### src/rtl/core/tcm_pkg.sv
// ----------------------------------------------------------------------------
// tcm_pkg
// Shared types, widths and reset values of the transaction contention manager.
// ----------------------------------------------------------------------------
package tcm_pkg;

   localparam int CMD_W       = 2;
   localparam int TID_W       = 4;
   localparam int CSR_IDX_W   = 2;
   localparam int CSR_DATA_W  = 16;
   localparam int THRESH_W    = 16;
   localparam int INIT_BO_W   = 16;
   localparam int STEPS_W     = 5;
   localparam int WCOUNT_W    = 16;
   localparam int BACKOFF_W   = 32;

   localparam int DEF_THREADS     = 16;
   localparam int DEF_STAMP_WIDTH = 32;

   localparam logic [THRESH_W-1:0]  THRESH_RESET  = 16'd4;
   localparam logic [INIT_BO_W-1:0] INIT_BO_RESET = 16'd64;
   localparam logic [STEPS_W-1:0]   STEPS_RESET   = 5'd10;
   // table backoff after reset follows the reset value of initial_backoff
   localparam logic [BACKOFF_W-1:0] BACKOFF_RESET = BACKOFF_W'(INIT_BO_RESET);

   typedef enum logic [CMD_W-1:0] {
      CMD_START    = 2'd0,
      CMD_WRITE    = 2'd1,
      CMD_CONFLICT = 2'd2,
      CMD_ROLLBACK = 2'd3
   } cmd_type;

   typedef enum logic [CSR_IDX_W-1:0] {
      CSR_PROMOTE_THRESHOLD = 2'd0,
      CSR_INITIAL_BACKOFF   = 2'd1,
      CSR_MAX_BACKOFF_STEPS = 2'd2
   } csr_index_type;

endpackage

### src/rtl/core/tcm_req_if.sv
// ----------------------------------------------------------------------------
// tcm_req_if
// Request channel: one contention-manager command per item.
// ----------------------------------------------------------------------------
interface tcm_req_if;
   import tcm_pkg::*;

   logic             valid;
   logic             ready;
   logic [CMD_W-1:0] command;
   logic [TID_W-1:0] thread_id;
   logic [TID_W-1:0] holder_id;
   logic             restarted;

   modport source (output valid, output command, output thread_id, output holder_id,
                   output restarted, input ready);
   modport sink   (input valid, input command, input thread_id, input holder_id,
                   input restarted, output ready);
endinterface

### src/rtl/core/tcm_rsp_if.sv
// ----------------------------------------------------------------------------
// tcm_rsp_if
// Response channel: decision and backoff bound, one item per request.
// ----------------------------------------------------------------------------
interface tcm_rsp_if;
   import tcm_pkg::*;

   logic                 valid;
   logic                 ready;
   logic                 decision;
   logic [BACKOFF_W-1:0] backoff_limit;

   modport source (output valid, output decision, output backoff_limit, input ready);
   modport sink   (input valid, input decision, input backoff_limit, output ready);
endinterface

### src/rtl/core/tcm_ram.sv
// ----------------------------------------------------------------------------
// tcm_ram
// Generic single-write, single-read RAM with registered read data.
// ----------------------------------------------------------------------------
module tcm_ram #(
   parameter int WIDTH = 8,
   parameter int DEPTH = 16
) (
   input  logic                     clock,
   input  logic                     wr_en,
   input  logic [$clog2(DEPTH)-1:0] wr_addr,
   input  logic [WIDTH-1:0]         wr_data,
   input  logic                     rd_en,
   input  logic [$clog2(DEPTH)-1:0] rd_addr,
   output logic [WIDTH-1:0]         rd_data
);
   logic [WIDTH-1:0] mem_ff [DEPTH];
   logic [WIDTH-1:0] rd_data_ff;

   always_ff @(posedge clock) begin
      if (wr_en) begin
         mem_ff[wr_addr] <= wr_data;
      end
      if (rd_en) begin
         rd_data_ff <= mem_ff[rd_addr];
      end
   end

   assign rd_data = rd_data_ff;
endmodule

### src/rtl/core/txn_contention_manager_top.sv
// ----------------------------------------------------------------------------
// txn_contention_manager_top
// Per-thread transaction contention manager: start, write, conflict check
// and rollback commands against a per-thread table held in RAM.
// ----------------------------------------------------------------------------
// usage:
//  - req_chan carries one command per item (valid/ready), rsp_chan returns
//    exactly one item per request, in order.
//  - csr_wr_en/csr_index/csr_wr_data write the threshold, initial backoff and
//    step limit; write them only while no request is in flight.
//  - an accepted request is held in the lookup stage, and its result is
//    registered in the output register that drives rsp_chan.
//  - throughput: one item per cycle when not stalled; two mirrored table RAMs
//    let a conflict check read requester and owner entries in the same cycle,
//    and a write-back to the entry read at the same edge is forwarded.
//  - reset clears every table entry at once through per-entry valid bits;
//    there is no clearing sweep, so requests are taken the cycle after reset.
//  - when rsp_chan stalls, the result waits in the output register, one more
//    request waits in the lookup stage, and req_chan.ready then drops.
// ----------------------------------------------------------------------------
module txn_contention_manager_top #(
   parameter int THREADS     = tcm_pkg::DEF_THREADS,
   parameter int STAMP_WIDTH = tcm_pkg::DEF_STAMP_WIDTH
) (
   input  logic                           clock,
   input  logic                           reset,
   tcm_req_if.sink                        req_chan,
   tcm_rsp_if.source                      rsp_chan,
   input  logic                           csr_wr_en,
   input  logic [tcm_pkg::CSR_IDX_W-1:0]  csr_index,
   input  logic [tcm_pkg::CSR_DATA_W-1:0] csr_wr_data
);
   import tcm_pkg::*;

   localparam int IDX_W = $clog2(THREADS);
   localparam int MOD_W = 9;
   localparam logic [STAMP_WIDTH-1:0] STAMP_ONES = '1;
   localparam logic [STAMP_WIDTH-1:0] STAMP_TOP  = STAMP_ONES - 1'b1;

   typedef struct packed {
      logic [STAMP_WIDTH-1:0] stamp;
      logic                   aborted;
      logic [WCOUNT_W-1:0]    wcount;
      logic [STEPS_W-1:0]     steps;
      logic [BACKOFF_W-1:0]   backoff;
   } entry_type;

   localparam int ENTRY_W = $bits(entry_type);
   localparam entry_type RESET_ENT = '{stamp: '0, aborted: 1'b0, wcount: '0,
                                       steps: '0, backoff: BACKOFF_RESET};

   // thread index wraps modulo THREADS
   function automatic logic [IDX_W-1:0] tid_wrap(input logic [TID_W-1:0] v);
      logic [MOD_W-1:0] r;
      r = MOD_W'(v);
      for (int i = 0; i < 8; i++) begin
         if (r >= MOD_W'(THREADS)) begin
            r = r - MOD_W'(THREADS);
         end
      end
      return r[IDX_W-1:0];
   endfunction

   // configuration
   logic [THRESH_W-1:0]  thresh_ff,  thresh_in;
   logic [INIT_BO_W-1:0] init_bo_ff, init_bo_in;
   logic [STEPS_W-1:0]   max_st_ff,  max_st_in;

   // lookup stage
   logic                   s1_valid_ff, s1_valid_in;
   cmd_type                s1_cmd_ff;
   logic [IDX_W-1:0]       s1_me_ff, s1_own_ff;
   logic                   s1_restart_ff;
   logic                   fwd_a_ff, fwd_b_ff, vld_a_ff, vld_b_ff;
   entry_type              fwd_ent_ff;
   logic [THREADS-1:0]     valid_ff, valid_in;
   logic [STAMP_WIDTH-1:0] glob_ff, glob_in;

   // output register
   logic                   rsp_valid_ff, rsp_valid_in;
   logic                   rsp_dec_ff;
   logic [BACKOFF_W-1:0]   rsp_limit_ff;

   logic                   accept, advance;
   logic [IDX_W-1:0]       req_me, req_own;
   logic [ENTRY_W-1:0]     ram_a_rd, ram_b_rd;
   entry_type              ent_a, ent_b, ent_new;
   logic                   wr_req, wr_en;
   logic [IDX_W-1:0]       wr_idx;
   logic                   decision;
   logic [BACKOFF_W-1:0]   limit;

   assign advance        = s1_valid_ff && (!rsp_valid_ff || rsp_chan.ready);
   assign req_chan.ready = !s1_valid_ff || advance;
   assign accept         = req_chan.valid && req_chan.ready;
   assign req_me         = tid_wrap(req_chan.thread_id);
   assign req_own        = tid_wrap(req_chan.holder_id);
   assign wr_en          = advance && wr_req;

   tcm_ram #(.WIDTH(ENTRY_W), .DEPTH(THREADS)) u_ram_self (
      .clock   (clock),
      .wr_en   (wr_en),
      .wr_addr (wr_idx),
      .wr_data (ent_new),
      .rd_en   (accept),
      .rd_addr (req_me),
      .rd_data (ram_a_rd)
   );

   tcm_ram #(.WIDTH(ENTRY_W), .DEPTH(THREADS)) u_ram_owner (
      .clock   (clock),
      .wr_en   (wr_en),
      .wr_addr (wr_idx),
      .wr_data (ent_new),
      .rd_en   (accept),
      .rd_addr (req_own),
      .rd_data (ram_b_rd)
   );

   // forwarded write-back wins, then untouched entries read as reset
   always_comb begin
      ent_a = fwd_a_ff ? fwd_ent_ff : (vld_a_ff ? entry_type'(ram_a_rd) : RESET_ENT);
      ent_b = fwd_b_ff ? fwd_ent_ff : (vld_b_ff ? entry_type'(ram_b_rd) : RESET_ENT);
   end

   always_comb begin
      ent_new  = ent_a;
      wr_idx   = s1_me_ff;
      wr_req   = 1'b0;
      decision = 1'b0;
      limit    = '0;
      glob_in  = glob_ff;
      case (s1_cmd_ff)
         CMD_START: begin
            ent_new.stamp   = STAMP_ONES;
            ent_new.aborted = 1'b0;
            ent_new.wcount  = '0;
            if (!s1_restart_ff) begin
               ent_new.steps   = '0;
               ent_new.backoff = BACKOFF_W'(init_bo_ff);
            end
            wr_req = 1'b1;
         end
         CMD_WRITE: begin
            if (!ent_a.aborted) begin
               decision = 1'b1;
               wr_req   = 1'b1;
               if (ent_a.wcount != '1) begin
                  ent_new.wcount = ent_a.wcount + 1'b1;
               end
               if (ent_a.stamp == STAMP_ONES && ent_new.wcount == thresh_ff) begin
                  ent_new.stamp = glob_ff;
                  if (glob_ff < STAMP_TOP) begin
                     glob_in = glob_ff + 1'b1;
                  end
               end
            end
         end
         CMD_CONFLICT: begin
            if (ent_a.aborted || ent_a.stamp == STAMP_ONES) begin
               decision = 1'b1;
            end else if (ent_b.stamp < ent_a.stamp) begin
               decision = !ent_b.aborted;
            end else begin
               // older or equal requester wins, owner gets aborted
               ent_new         = ent_b;
               ent_new.aborted = 1'b1;
               wr_idx          = s1_own_ff;
               wr_req          = 1'b1;
            end
         end
         CMD_ROLLBACK: begin
            if (ent_a.steps < max_st_ff) begin
               ent_new.steps   = ent_a.steps + 1'b1;
               ent_new.backoff = ent_a.backoff[BACKOFF_W-1] ? '1 : (ent_a.backoff << 1);
               wr_req          = 1'b1;
            end
            limit = ent_new.backoff;
         end
         default: begin
         end
      endcase
   end

   always_comb begin
      thresh_in  = thresh_ff;
      init_bo_in = init_bo_ff;
      max_st_in  = max_st_ff;
      if (csr_wr_en) begin
         case (csr_index_type'(csr_index))
            CSR_PROMOTE_THRESHOLD: thresh_in  = THRESH_W'(csr_wr_data);
            CSR_INITIAL_BACKOFF:   init_bo_in = INIT_BO_W'(csr_wr_data);
            CSR_MAX_BACKOFF_STEPS: max_st_in  = csr_wr_data[STEPS_W-1:0];
            default: begin
            end
         endcase
      end
   end

   always_comb begin
      s1_valid_in  = accept || (s1_valid_ff && !advance);
      rsp_valid_in = advance || (rsp_valid_ff && !rsp_chan.ready);
      valid_in     = valid_ff;
      if (wr_en) begin
         valid_in[wr_idx] = 1'b1;
      end
   end

   always_ff @(posedge clock) begin
      if (reset) begin
         thresh_ff    <= THRESH_RESET;
         init_bo_ff   <= INIT_BO_RESET;
         max_st_ff    <= STEPS_RESET;
         s1_valid_ff  <= 1'b0;
         rsp_valid_ff <= 1'b0;
         valid_ff     <= '0;
         glob_ff      <= '0;
      end else begin
         thresh_ff    <= thresh_in;
         init_bo_ff   <= init_bo_in;
         max_st_ff    <= max_st_in;
         s1_valid_ff  <= s1_valid_in;
         rsp_valid_ff <= rsp_valid_in;
         valid_ff     <= valid_in;
         if (advance) begin
            glob_ff <= glob_in;
         end
      end
   end

   always_ff @(posedge clock) begin
      if (accept) begin
         s1_cmd_ff     <= cmd_type'(req_chan.command);
         s1_me_ff      <= req_me;
         s1_own_ff     <= req_own;
         s1_restart_ff <= req_chan.restarted;
         vld_a_ff      <= valid_ff[req_me];
         vld_b_ff      <= valid_ff[req_own];
         // write-back at this edge is not yet visible in the ram read
         fwd_a_ff      <= wr_en && (wr_idx == req_me);
         fwd_b_ff      <= wr_en && (wr_idx == req_own);
         fwd_ent_ff    <= ent_new;
      end
      if (advance) begin
         rsp_dec_ff   <= decision;
         rsp_limit_ff <= limit;
      end
   end

   assign rsp_chan.valid         = rsp_valid_ff;
   assign rsp_chan.decision      = rsp_dec_ff;
   assign rsp_chan.backoff_limit = rsp_limit_ff;

`ifndef SYNTHESIS
   a_glob_below_ones: assert property (@(posedge clock) disable iff (reset)
      glob_ff != STAMP_ONES)
      else $error("global stamp reached the timid value");

   a_glob_monotonic: assert property (@(posedge clock) disable iff (reset)
      !$past(reset) |-> glob_ff >= $past(glob_ff))
      else $error("global stamp went backwards");

   a_write_only_on_advance: assert property (@(posedge clock) disable iff (reset)
      wr_en |-> (s1_valid_ff && (!rsp_valid_ff || rsp_chan.ready)))
      else $error("table written without a result slot");

   a_limit_zero_non_rollback: assert property (@(posedge clock) disable iff (reset)
      (advance && s1_cmd_ff != CMD_ROLLBACK) |=> rsp_chan.backoff_limit == '0)
      else $error("nonzero backoff limit on a non-rollback item");
`endif
endmodule

### src/flat_wrapper.sv
// flat-port wrapper written by rule: the top's interface ports become plain ports
module txn_contention_manager_top_flat import tcm_pkg::*;
#(
   parameter int THREADS     = tcm_pkg::DEF_THREADS,
   parameter int STAMP_WIDTH = tcm_pkg::DEF_STAMP_WIDTH
)
  (clock, reset, csr_wr_en, csr_index, csr_wr_data, req_chan_valid, req_chan_command, req_chan_thread_id, req_chan_holder_id, req_chan_restarted, req_chan_ready, rsp_chan_valid, rsp_chan_decision, rsp_chan_backoff_limit, rsp_chan_ready);
  tcm_req_if req_chan_i ();
  tcm_rsp_if rsp_chan_i ();
  input  logic clock;
  input  logic reset;
  input  logic csr_wr_en;
  input  logic [tcm_pkg::CSR_IDX_W-1:0] csr_index;
  input  logic [tcm_pkg::CSR_DATA_W-1:0] csr_wr_data;
  input wire logic [$bits(req_chan_i.valid)-1:0] req_chan_valid;
  input wire logic [$bits(req_chan_i.command)-1:0] req_chan_command;
  input wire logic [$bits(req_chan_i.thread_id)-1:0] req_chan_thread_id;
  input wire logic [$bits(req_chan_i.holder_id)-1:0] req_chan_holder_id;
  input wire logic [$bits(req_chan_i.restarted)-1:0] req_chan_restarted;
  output wire logic [$bits(req_chan_i.ready)-1:0] req_chan_ready;
  output wire logic [$bits(rsp_chan_i.valid)-1:0] rsp_chan_valid;
  output wire logic [$bits(rsp_chan_i.decision)-1:0] rsp_chan_decision;
  output wire logic [$bits(rsp_chan_i.backoff_limit)-1:0] rsp_chan_backoff_limit;
  input wire logic [$bits(rsp_chan_i.ready)-1:0] rsp_chan_ready;
  assign req_chan_i.valid = req_chan_valid;
  assign req_chan_i.command = req_chan_command;
  assign req_chan_i.thread_id = req_chan_thread_id;
  assign req_chan_i.holder_id = req_chan_holder_id;
  assign req_chan_i.restarted = req_chan_restarted;
  assign req_chan_ready = req_chan_i.ready;
  assign rsp_chan_valid = rsp_chan_i.valid;
  assign rsp_chan_decision = rsp_chan_i.decision;
  assign rsp_chan_backoff_limit = rsp_chan_i.backoff_limit;
  assign rsp_chan_i.ready = rsp_chan_ready;
  txn_contention_manager_top #(.THREADS(THREADS), .STAMP_WIDTH(STAMP_WIDTH)) u_core (.clock(clock), .reset(reset), .req_chan(req_chan_i), .rsp_chan(rsp_chan_i), .csr_wr_en(csr_wr_en), .csr_index(csr_index), .csr_wr_data(csr_wr_data));
endmodule
### config.mk
export PLATFORM = sky130hd
export DESIGN_NAME = txn_contention_manager_top_flat
export DESIGN_NICKNAME = d
export VERILOG_FILES = /design/src/rtl/core/tcm_pkg.sv /design/src/rtl/core/tcm_req_if.sv /design/src/rtl/core/tcm_rsp_if.sv /design/src/rtl/core/tcm_ram.sv /design/src/rtl/core/txn_contention_manager_top.sv /design/src/flat_wrapper.sv
export SDC_FILE = /design/constraint.sdc
export NUM_CORES = 2
export LEC_CHECK = 0
export BUFFER_PORTS_ARGS = -buffer_cell sky130_fd_sc_hd__buf_2
export CELL_PAD_IN_SITES_DETAIL_PLACEMENT = 1
export CELL_PAD_IN_SITES_GLOBAL_PLACEMENT = 2
export CORE_ASPECT_RATIO = 1.4
export CORE_UTILIZATION = 25
export DETAILED_ROUTE_END_ITERATION = 6
export PLACE_DENSITY = 0.43
export SLEW_MARGIN = 40
export SYNTH_ARGS = -nofsm -noshare
export SYNTH_HDL_FRONTEND = slang
export SYNTH_HIERARCHICAL = 1
export SYNTH_SLANG_ARGS = --single-unit
### constraint.sdc
create_clock -name clock -period 16 [get_ports clock]
set_clock_uncertainty 0.15 [all_clocks]
set_input_delay 2.4 -clock clock [delete_from_list [all_inputs] [get_ports clock]]
set_output_delay 2.4 -clock clock [all_outputs]
set_load 0.1 [all_outputs]
==> summary.md <==
| Metric | Value |
|---|---|
| Initial antenna violation count | 51 |
| Synth top area share | 0.744 |
| DR WL/cell | 34.4 µm |
| Area grow syn2layout | 17.4% |
| Worst-Skew Late Latency | 990 ps |
| Final setup violation count | 0 |
| CP Class | flop to flop |
| Slew margin rel. | 0.340 |
| CTS HTree Levels | 5 |
| YS warnings | 6 |
| Post-cts repair resize count | 0 |
| 1st-iter DRT viols | 5157 |
| Via/cell ratio | 4.86 |
| Outcome | finished, final reports clean |
| Period minus WS final | 8280 ps |
| Fin cells | 13200 |
| Hpwl dp | 291000 µm |
| Cells after DPL | 12600 |
| CP most frequent cell | buf_4 |
| TNS Setup | 0 ps |
| Pre-Repair DR Iteration Count | 5 |
| Top post-synthesis cells by area | edfxtp_1 (74%), mux4_2 (13%), a22oi_1 (2.8%) |
| Final worst-path cycle share | 0.517 |
| Row cnt | 305 |
| Total Routing Usage GR | 0.181 |
| Worst r2r src | u_core/vld_a_ff$_DFFE_PP_ |
| Number of routed nets with antenna violations | 0 |
| Syn_nets | 6286 |
| EDFF count, synth | 3058 |
| Global-route wire length before repair | 619000 µm |
| Die height | 833 µm |
| Max-cap viol count | 0 |
| Max Transition Viols Final | 0 |
| Post-CTS Setup Inserts | 0 |
| Overall routed net length | 456000 µm |
| Area after DPL | 134000 µm² |
| Initial Utilization | 0.251 |
| Flop and latch count out of synthesis | 3145 |
| DRC Markers | 0 |
| Syn Area/Cell | 19.9 µm² |
| Vias | 64400 |
| Seq/Total Area, Yosys | 0.758 |
| Clock sink total | 3145 |
| Clock slew at reported path FFs | 60 ps |
| Core ar. | 492000 µm² |
| Pwr Density | 129 nW/µm² |
| Critical Path RT | 16420 ps |
| Crit end category | flop |
| Vias in the first global route | 69500 |
| FFs w/ async S/R, synth | 0 |
| Layout cell share with drive strength beyond 1 | 0.251 |
| Fmax | 121 MHz |
| Startpoint types | flop |
| Peak VDD IR | 83.5 µV |
| Layout Nets | 6594 |
| CTS tree | built |
| Die X-Extent | 596 µm |
| Grt ovf | 0 |
| Area of the multi-input gates | 29300 µm² |
| R2R Setup Slk | 7720 ps |
| Synth Instances | 6210 |
| Register area | 93600 µm² |
| Mapped Area | 123000 µm² |
| Hold_sp | u_core/valid_ff[1]$_SDFFE_PP0P_ |
| Root Driver | clkbuf_16 |
| Inserted Clock Buffers | 334 |
| Max incr delay on CP | 670 ps |
| Slowest CP cell | buf_4 |
| CP Buf/Inv Count | 7 |
| Largest net degree at the start of global routing | 104 |
| CP startpoint | u_core/vld_a_ff$_DFFE_PP_ |
| Unique masters post-synth | 84 |
| Fill cell count | 49700 |
| Critical path arrival | 8700 ps |
| Least-Margin Pin Slew | 989 ps |
| CTS max path bufs | 4 |
| DIE AREA | 497000 µm² |
| Most frequent cell after synthesis | edfxtp_1 |
| Leakage | 45.0 nW |
| Unrepaired setup endpoints after global routing | no |
| Final instance area | 145000 µm² |
| Port-buffer cells | 68 |
| Commonest cells in the netlist | edfxtp_1 (3058), mux4_2 (698), a22oi_1 (464) |
| Top delay family on crit path | buffers and inverters |
| IO Count | 69 |
| Hold WC Path Type | flop to flop |
| Placer Congestion | 0.770 |
| Final hold vios | 0 |
| Post-synth top area cell | edfxtp_1 |
| Ys flop type | edfxtp_1 |
| CP cell instances | buf_4 > nor2b_4 > buf_4 > buf_4 > a22oi_1 > ha_1 > or3_1 > a221oi_1 > o21ai_0 > a311oi_1 > o21ai_2 > o211ai_4 > buf_4 > mux2i_1 > inv_1 > nand2b_1 > nor2_4 > buf_4 > buf_4 |
| Post-CTS Hold Buffers | 0 |
| Worst-path fanout max | 41 |
-- per-layer routing --
layer / vias to the layer above / part of all wire / GRT usage
met5: - / 0.000028 / 0
met4: 2 / 0.026 / 0.0442
met3: 462 / 0.030 / 0.0165
met2: 1274 / 0.54 / 0.343
met1: 36100 / 0.40 / 0.218
li1: 26600 / - / -
-- final timing paths --
path / endpoint / cells after the start
worst max-delay path: u_core/u_ram_self/mem_ff[9][23]$_DFFE_PP_ / 19
worst min-delay path: u_core/valid_ff[1]$_SDFFE_PP0P_ / 2
worst max register to register: u_core/u_ram_self/mem_ff[9][23]$_DFFE_PP_ / 19
worst min register to register: u_core/valid_ff[1]$_SDFFE_PP0P_ / 2
-- cell families (layout without fill, tap and decap cells) --
kind of cell    count (synthesis)  after routing  share of synthesized area
flops                        3145           3145                      0.758
fa+ha+maj                      42             42                    0.00426
other cells                     0             15                          0
simple gates                  882            882                     0.0349
compound gates                945            945                     0.0541
xor+xnor                       41             41                    0.00291
buf+inv                       444           1015                     0.0172
mux                           711            711                      0.128
-- worst reg2reg max path, stage by stage (launching register included) --
cell and delay, ps:
edfxtp_1 330, buf_4 430, nor2b_4 250, buf_4 430
buf_4 510, a22oi_1 260, ha_1 270, or3_1 370
a221oi_1 300, o21ai_0 190, a311oi_1 370, o21ai_2 240
o211ai_4 240, buf_4 470, mux2i_1 460, inv_1 400
nand2b_1 450, nor2_4 440, buf_4 540, buf_4 740
-- sequential cells by signal, summed over array words and instances, names as in the netlist, 2 cells and up --
signal / count
u_core/s1_cmd_ff: 2
u_core/thresh_ff: 16
u_core/u_ram_owner/rd_data: 86
u_core/valid_ff: 16
u_core/s1_own_ff: 4
u_core/s1_me_ff: 4
u_core/max_st_ff: 5
u_core/rsp_chan.backoff_limit: 32
u_core/u_ram_self/mem_ff: 1376
u_core/glob_ff: 32
u_core/init_bo_ff: 16
u_core/fwd_ent_ff: 86
u_core/u_ram_self/rd_data: 86
u_core/u_ram_owner/mem_ff: 1376
-- final cells by class --
type / count / share of cell area
Sequential cell: 3145 / 0.646
Multi-Input combinational cell: 2621 / 0.202
Clock buffer: 406 / 0.0608
Tap cell: 6447 / 0.0557
Timing Repair Buffer: 357 / 0.0220
Clock inverter: 193 / 0.0117
Inverter: 59 / 0.00153
Antenna cell: 15 / 0.000259
-- layout by cell type, fill, tap and decap left out, types with 14 or more instances in the layout --
cell type	netlist	layout
edfxtp_1	3058	3058
mux4_2	698	698
a22oi_1	464	460
nand2_1	350	349
clkbuf_16	0	342
buf_4	5	220
nor2_1	170	143
a21oi_1	131	127
dfxtp_1	87	87
clkinv_1	1	74
a22o_1	74	73
buf_2	82	63
clkbuf_1	230	62
o21ai_0	68	61
o22ai_4	0	59
clkinv_2	0	58
inv_1	58	58
nor3_1	65	57
nand3_1	52	38
ha_1	42	38
nor2b_1	44	37
or4_1	31	31
nand3b_1	30	30
nand4_1	29	29
nor2_4	0	26
buf_8	0	25
bufinv_16	0	23
o22ai_1	82	23
buf_6	45	22
xnor2_1	21	21
xor2_1	20	20
buf_12	0	19
nand2b_1	18	18
or3_1	16	16
diode_2	0	15
a21o_1	15	15
a211oi_1	24	14
nand3_4	0	14
-- metrics by stage --
step | power [W] | util | setup slack, ps | hold slack [ps]
2_1_floorplan | 0.0103 | - | 4110 | 286
3_3_place_gp | 0.0112 | 0.271 | 6730 | 321
3_5_place_dp | 0.0112 | 0.273 | 7640 | 330
4_1_cts | 0.0190 | 0.294 | 7620 | 339
5_1_grt | 0.0193 | 0.294 | 7280 | 359
6_report | 0.0187 | 0.294 | 7720 | 335
-- report_power, final --
group / internal, W / switching (W) / total (W)
Clock: 0.00430 / 0.00338 / 0.00768
Sequential: 0.00936 / 0.0000891 / 0.00944
Combinational: 0.000409 / 0.00113 / 0.00154
Note: power is estimated with default switching activity, not from simulation.
